`config.mk`:
```
export PLATFORM = sky130hd
export DESIGN_NAME = sample_frame_deframer
export DESIGN_NICKNAME = d
export VERILOG_FILES = /design/src/hw/rtl/sfd_pkg.sv /design/src/hw/rtl/sample_frame_deframer.sv
export VERILOG_INCLUDE_DIRS = /design/src /design/src/hw/rtl
export SDC_FILE = /design/constraint.sdc
export NUM_CORES = 1
export LEC_CHECK = 0
export ABC_CLOCK_PERIOD_IN_PS = 8150
export BUFFER_PORTS_ARGS = -buffer_cell sky130_fd_sc_hd__buf_4
export CAP_MARGIN = 20
export CORE_MARGIN = 1.5
export CORE_UTILIZATION = 35
export DETAILED_ROUTE_END_ITERATION = 7
export PLACE_DENSITY_LB_ADDON = 0.3
export SLEW_MARGIN = 40
export SYNTH_ARGS = -nofsm -noshare
export SYNTH_HDL_FRONTEND = slang
export SYNTH_SLANG_ARGS = --single-unit
```
`constraint.sdc`:
```
create_clock -name clk -period 8.15 [get_ports clk]
set_clock_uncertainty 0.05 [all_clocks]
set_input_delay 1.2225 -clock clk [delete_from_list [all_inputs] [get_ports clk]]
set_output_delay 1.2225 -clock clk [all_outputs]
set_load 0.05 [all_outputs]
```
`src/hw/rtl/sample_frame_deframer_defines.svh`:
```
// ---------------------------------------------------------------------------
// Sample frame deframer assertion macros
// Shared concurrent assertion forms, clocked on clk and quiet during reset.
// ---------------------------------------------------------------------------
`ifndef SAMPLE_FRAME_DEFRAMER_DEFINES_SVH
`define SAMPLE_FRAME_DEFRAMER_DEFINES_SVH

// Condition that holds at every edge outside reset.
`define SFD_ASSERT_ALWAYS(lbl, expr, msg) \
  lbl: assert property (@(posedge clk) disable iff (!rst_n) (expr)) else $error(msg);

// Same-cycle implication.
`define SFD_ASSERT_IMP(lbl, ante, cons, msg) \
  lbl: assert property (@(posedge clk) disable iff (!rst_n) (ante) |-> (cons)) \
    else $error(msg);

`endif

```
`src/hw/rtl/sfd_pkg.sv`:
```
// ---------------------------------------------------------------------------
// Sample frame deframer package
// Sizes, status codes and register indexes shared by the deframer.
// ---------------------------------------------------------------------------
package sfd_pkg;

  localparam int MAX_SAMPLES = 64;
  localparam int IDX_W       = $clog2(MAX_SAMPLES);
  localparam int CNT_W       = $clog2(MAX_SAMPLES + 1);
  localparam int CFG_IDX_W   = 8;

  localparam logic [7:0] START_MARKER_RST = 8'hAA;
  localparam logic [7:0] END_MARKER_RST   = 8'hEF;

  localparam logic [CFG_IDX_W-1:0] CFG_START_MARKER = CFG_IDX_W'(0);
  localparam logic [CFG_IDX_W-1:0] CFG_END_MARKER   = CFG_IDX_W'(1);

  typedef enum logic [1:0] {
    ST_SAMPLE   = 2'd0,
    ST_EMPTY    = 2'd1,
    ST_BAD_END  = 2'd2,
    ST_TOO_LONG = 2'd3
  } status_t;

  typedef enum logic [5:0] {
    PH_HUNT  = 6'b000001,
    PH_LEN   = 6'b000010,
    PH_HIGH  = 6'b000100,
    PH_LOW   = 6'b001000,
    PH_END   = 6'b010000,
    PH_DRAIN = 6'b100000
  } phase_t;

endpackage

```
`src/hw/rtl/sample_frame_deframer.sv`:
```
// ---------------------------------------------------------------------------
// Sample frame deframer
// Parses start marker, length, big-endian samples and end marker; releases
// the buffered samples of a good frame from a single-port sample memory.
// ---------------------------------------------------------------------------
// One received byte is taken per cycle while the block parses, as long as
// no readback read is pending and the output register is free or being
// emptied. A frame with an oversized length, a bad end byte or zero length
// gives a single status request on the byte that decides it. A good frame
// of N samples is then read back through the memory's single read port, one
// read per cycle while the output side takes requests, and input waits until
// the last read is in the output register. The sample memory needs no
// clearing pass: only entries written in the current frame are read.
`include "sample_frame_deframer_defines.svh"

module sample_frame_deframer
  import sfd_pkg::*;
(
  input  logic                 clk,
  input  logic                 rst_n,
  input  logic                 in_valid,
  output logic                 in_ready,
  input  logic [7:0]           in_rx_byte,
  output logic                 out_valid,
  input  logic                 out_ready,
  output logic [15:0]          out_sample_value,
  output logic [1:0]           out_frame_status,
  output logic                 out_last_of_frame,
  input  logic                 cfg_valid,
  output logic                 cfg_ready,
  input  logic [CFG_IDX_W-1:0] cfg_index,
  input  logic [7:0]           cfg_data
);

  phase_t             phase_r, phase_nxt;
  logic [CNT_W-1:0]   frame_len_r, frame_len_nxt;
  logic [CNT_W-1:0]   seen_r, seen_nxt;
  logic [CNT_W-1:0]   seen_inc;
  logic [7:0]         high_byte_r, high_byte_nxt;
  logic [CNT_W-1:0]   rd_idx_r, rd_idx_nxt;
  logic [CNT_W-1:0]   rd_idx_inc;
  logic [7:0]         start_marker_r;
  logic [7:0]         end_marker_r;

  logic [15:0]        sample_mem_r [MAX_SAMPLES];
  logic [15:0]        rd_data_r;
  logic               rd_pend_r;
  logic               rd_last_r;

  logic               out_valid_r;
  logic [15:0]        out_value_r;
  status_t            out_status_r;
  logic               out_last_r;

  logic               in_acc;
  logic               load_ram;
  logic               rd_issue;
  logic               wr_en;
  logic               st_load;
  status_t            st_code;
  logic               out_free;

  assign out_free  = !out_valid_r || out_ready;
  assign load_ram  = rd_pend_r && out_free;
  assign rd_issue  = (phase_r == PH_DRAIN) && (!rd_pend_r || load_ram);
  assign in_ready  = (phase_r != PH_DRAIN) && !rd_pend_r && out_free;
  assign in_acc    = in_valid && in_ready;
  assign cfg_ready = 1'b1;

  assign seen_inc   = CNT_W'(seen_r + 1'b1);
  assign rd_idx_inc = CNT_W'(rd_idx_r + 1'b1);

  always_comb begin
    phase_nxt     = phase_r;
    frame_len_nxt = frame_len_r;
    seen_nxt      = seen_r;
    high_byte_nxt = high_byte_r;
    rd_idx_nxt    = rd_idx_r;
    wr_en         = 1'b0;
    st_load       = 1'b0;
    st_code       = ST_SAMPLE;
    if (in_acc) begin
      unique case (phase_r)
        PH_HUNT: begin
          if (in_rx_byte == start_marker_r) begin
            frame_len_nxt = '0;
            seen_nxt      = '0;
            phase_nxt     = PH_LEN;
          end
        end
        PH_LEN: begin
          seen_nxt = '0;
          if (in_rx_byte > 8'(MAX_SAMPLES)) begin
            st_load       = 1'b1;
            st_code       = ST_TOO_LONG;
            frame_len_nxt = '0;
            phase_nxt     = PH_HUNT;
          end else begin
            frame_len_nxt = in_rx_byte[CNT_W-1:0];
            phase_nxt     = (in_rx_byte == 8'd0) ? PH_END : PH_HIGH;
          end
        end
        PH_HIGH: begin
          high_byte_nxt = in_rx_byte;
          phase_nxt     = PH_LOW;
        end
        PH_LOW: begin
          wr_en     = (seen_r < CNT_W'(MAX_SAMPLES));
          seen_nxt  = seen_inc;
          phase_nxt = (seen_inc >= frame_len_r) ? PH_END : PH_HIGH;
        end
        PH_END: begin
          seen_nxt = '0;
          if (in_rx_byte != end_marker_r) begin
            st_load       = 1'b1;
            st_code       = ST_BAD_END;
            frame_len_nxt = '0;
            phase_nxt     = PH_HUNT;
          end else if (frame_len_r == '0) begin
            st_load   = 1'b1;
            st_code   = ST_EMPTY;
            phase_nxt = PH_HUNT;
          end else begin
            // keep the length for the readback
            rd_idx_nxt = '0;
            phase_nxt  = PH_DRAIN;
          end
        end
        default: phase_nxt = PH_HUNT;
      endcase
    end
    if (rd_issue) begin
      rd_idx_nxt = rd_idx_inc;
      if (rd_idx_inc == frame_len_r) begin
        frame_len_nxt = '0;
        phase_nxt     = PH_HUNT;
      end
    end
  end

  always_ff @(posedge clk) begin
    if (!rst_n) begin
      phase_r        <= PH_HUNT;
      frame_len_r    <= '0;
      seen_r         <= '0;
      high_byte_r    <= '0;
      rd_idx_r       <= '0;
      rd_pend_r      <= 1'b0;
      out_valid_r    <= 1'b0;
      start_marker_r <= START_MARKER_RST;
      end_marker_r   <= END_MARKER_RST;
    end else begin
      phase_r     <= phase_nxt;
      frame_len_r <= frame_len_nxt;
      seen_r      <= seen_nxt;
      high_byte_r <= high_byte_nxt;
      rd_idx_r    <= rd_idx_nxt;
      if (rd_issue) begin
        rd_pend_r <= 1'b1;
      end else if (load_ram) begin
        rd_pend_r <= 1'b0;
      end
      if (load_ram || st_load) begin
        out_valid_r <= 1'b1;
      end else if (out_ready) begin
        out_valid_r <= 1'b0;
      end
      if (cfg_valid && cfg_ready) begin
        case (cfg_index)
          CFG_START_MARKER: start_marker_r <= cfg_data;
          CFG_END_MARKER:   end_marker_r   <= cfg_data;
          default: ;
        endcase
      end
    end
  end

  // Sample memory: written while parsing, read only while draining.
  always_ff @(posedge clk) begin
    if (wr_en) begin
      sample_mem_r[seen_r[IDX_W-1:0]] <= {high_byte_r, in_rx_byte};
    end
    if (rd_issue) begin
      rd_data_r <= sample_mem_r[rd_idx_r[IDX_W-1:0]];
      rd_last_r <= (rd_idx_inc == frame_len_r);
    end
  end

  always_ff @(posedge clk) begin
    if (load_ram) begin
      out_value_r  <= rd_data_r;
      out_status_r <= ST_SAMPLE;
      out_last_r   <= rd_last_r;
    end else if (st_load) begin
      out_value_r  <= '0;
      out_status_r <= st_code;
      out_last_r   <= 1'b1;
    end
  end

  assign out_valid         = out_valid_r;
  assign out_sample_value  = out_value_r;
  assign out_frame_status  = out_status_r;
  assign out_last_of_frame = out_last_r;

  `SFD_ASSERT_ALWAYS(a_len_in_range, frame_len_r <= CNT_W'(MAX_SAMPLES), "frame length over capacity")
  `SFD_ASSERT_IMP(a_wr_in_frame, in_acc && (phase_r == PH_LOW), seen_r < frame_len_r, "sample write past frame length")
  `SFD_ASSERT_IMP(a_drain_idx, phase_r == PH_DRAIN, rd_idx_r < frame_len_r, "readback index past frame length")
  `SFD_ASSERT_IMP(a_last_ends_drain, rd_pend_r && rd_last_r, phase_r != PH_DRAIN, "read issued after last sample")

endmodule

```
==> results.toml <==
[cts]
clk_latency_ns = 0.67
clk_pin_slew_ns = 0.06
cts-root-buf = "clkbuf_16"
htree_levels = 3
cts_tree = "done"
cts_setup_buffers = 0
cts_buffer_depth = 3
cts_made_buffers = 112
clock-sinks = 1113
hold_buffers = 0
cts_resized = 0

[power_and_ir_drop]
p_leak_uw = 0.0142
finalPower_uw = 11200
p_sw_uw = 2170
comb_power_share_pct = 0.8
switching_share_pct = 19.4
peakVddDrop_mv = 0.173
cellPowerDensity_nw_per_um2 = 226
p_int_uw = 9010
p_seq_share_pct = 55.5
power_frac_clock_pct = 43.7

[floorplan]
rows = 128
die_w_um = 354
die_h_um = 354
dieArea_um2 = 126000
io_pins = 51
start_util_pct = 35.4
core_area_um2 = 122000

[worst_hold_path]
min_from = "out_frame_status[0]"
min_to = "out_frame_status[0]"
hp-class = "reg2reg"
whs_path_depth = 1

[route]
route.met2.wl_um = 52000
dr.pass1.iters = 5
wl_met3_um = 6770
drtIter0Drc = 2253
antenna_left = 0
top_layer_used = "met5"
wl_met1_um = 46300
drt-total-wl_um = 108000
vias_per_cell = 5.37
num_vias = 21300
routedWlPerCell_um = 27.3
drc = 0

[synth]
synthCells = 2102
synth_top_flop_cell = "edfxtp_1"
synth_area_um2 = 43200
ys_ff_latch = 1113
ys_seq_area_share_pct = 76.1
syn_area_per_cell_um2 = 20.6
yosysUniqueCellTypes = 64
yosys_warnings = 0
yosysTopAreaCell = "edfxtp_1"
synth_top_cell_area_share_pct = 73.5
synthTopCellsByArea = "edfxtp_1, mux4_2, dfxtp_1"
syn-num-nets = 2140
synth-edff-count = 1058
async_flop_share_pct = 0

[finish]
final_layout_size_suffix_gt1_share_pct = 25.4
final_util_pct = 40.5
area_growth_pct = 14.6
nNetsFinal = 2290
final_common_cell = "edfxtp_1"
layout_common_cells = "edfxtp_1, mux4_2, buf_4"

[sta]
setup_viol = 0
rsz0062_at_grt = "no"
fmax_mhz = 248
setup-tns-final_ns = 0
hold_viol = 0
drv_slew = 0
period_minus_slack_ns = 4.03
slew_headroom_pct = 42.4
tightestPinTransition_ns = 0.865
min_period_over_period_pct = 49.4

[setup_path]
cp-start-kind = "register"
rr_startpoint = "rd_idx_r[0]"
crit_path_max_fanout = 73
reg2reg_to = "rd_data_r[3]"
end_kind = "register"
setup.worst_path.start = "rd_idx_r[0]"
rrSetupSlack_ns = 4.12
rr_worst_depth = 7
critPathRequiredTime_ns = 8.50
path_class = "reg2reg"
worstPathArrival_ns = 4.38

[place]
dpl.hpwl_um = 63600
portBuffers = 49
finalWeightedCongestion = 0.831

[global_routing]
grt_pass1_vias = 21800
grtUsageTotal_pct = 17.2
grt_max_degree = 93
grt_remaining_overflow = 0
grt_pass1_wl_um = 157000
antenna_found_initial = 5

[job]
maxCapViolCount = 0

[run_status]
status = "completed"
[worst max path at each step]
stage / cells past startpoint / endpoint
after floorplan: 6 / sample_mem_r[46][0]
after global placement: 8 / sample_mem_r[6][9]
after detailed placement: 8 / sample_mem_r[58][10]
after CTS: 7 / rd_data_r[14]
after global routing: 7 / rd_data_r[3]
final: 7 / rd_data_r[3]
[stage by stage]
stage	instances	area, um^2	worst slack (ns)	hold WS (ns)
2_1_floorplan	2102	43200	3.86	0.413
4_1_cts	3965	49400	4.09	0.423
3_3_place_gp	3759	45900	3.87	0.430
3_5_place_dp	3760	45900	3.77	0.410
5_1_grt	3968	49500	3.83	0.439
6_report	3971	49500	4.12	0.419
[state kept, by name, indices dropped and copies added (netlist names)]
| name | flops |
|---|---|
| rd_idx_r | 7 |
| start_marker_r | 8 |
| seen_r | 7 |
| out_valid | 1 |
| out_frame_status | 2 |
| rd_data_r | 16 |
| frame_len_r | 7 |
| high_byte_r | 8 |
| out_last_of_frame | 1 |
| sample_mem_r | 1024 |
| rd_last_r | 1 |
| out_sample_value | 16 |
| rd_pend_r | 1 |
| phase_r | 6 |
| end_marker_r | 8 |
[power by group through the flow]
stage | clock network (uW) | logic [uW] | registers, uW
4_1_cts | 4970 | 84.5 | 6200
5_1_grt | 5190 | 90.9 | 6200
2_1_floorplan | 0 | 13.6 | 6330
6_report | 4880 | 85.1 | 6210
3_5_place_dp | 0 | 84.6 | 6330
3_3_place_gp | 0 | 80.7 | 6330
[synth_stat cells (4+ instances only)]
library cell / number
o311ai_0: 9
o211a_1: 8
nor3_1: 10
buf_2: 40
nand3b_1: 5
a21oi_1: 19
nand2b_1: 17
clkbuf_1: 52
o22ai_1: 10
a211oi_1: 9
nor4_1: 10
edfxtp_1: 1058
nand3_1: 15
nand4_1: 4
xnor2_1: 18
mux2i_1: 77
o221ai_1: 17
ha_1: 9
nor2b_1: 15
o21ai_0: 57
inv_1: 8
a21oi_2: 6
nand2_1: 66
dfxtp_1: 55
and3_1: 6
buf_1: 17
nor2_1: 104
xor2_1: 13
a31oi_1: 15
mux4_2: 260
and2_1: 19
buf_4: 4
a221oi_1: 28
[final cells by class]
class,count,area (um^2)
Fill cell,10700,72700
Tap cell,1625,2030
Sequential cell,1113,32900
Inverter,10,38.8
Timing Repair Buffer,149,1240
Clock inverter,65,495
Antenna cell,3,7.51
Multi-Input combinational cell,866,9830
Clock buffer,140,2970
[cell families (layout without fill, tap and decap cells)]
logic type                 after synthesis  after routing  share of synthesized area (%)
and+or+nand+nor                        292            292                           3.28
xor gates and xnor gates                31             31                          0.628
buffers and inverters                  123            364                           1.22
adders and majority gates                9              9                          0.261
muxes                                  337            337                           15.3
AOI/OAI and AO/OA                      196            196                           3.17
other                                    1              4                        0.00868
DFF                                   1113           1113                           76.1
[worst max-delay path: stages, from the launching register on]
cell,delay (ns)
dfxtp_4,0.76
buf_12,0.50
buf_4,0.68
mux4_2,0.61
mux2i_1,0.30
nand2_1,0.11
a31oi_1,0.47
nor2_1,0.09
[routing by layer]
layer  vias up  track usage, %
met1     11300            24.2
met3       183            2.57
met5         -               0
met4         2            5.23
li1       9022               -
met2       825            27.7
No activity file was read; power rests on OpenSTA's default activity.
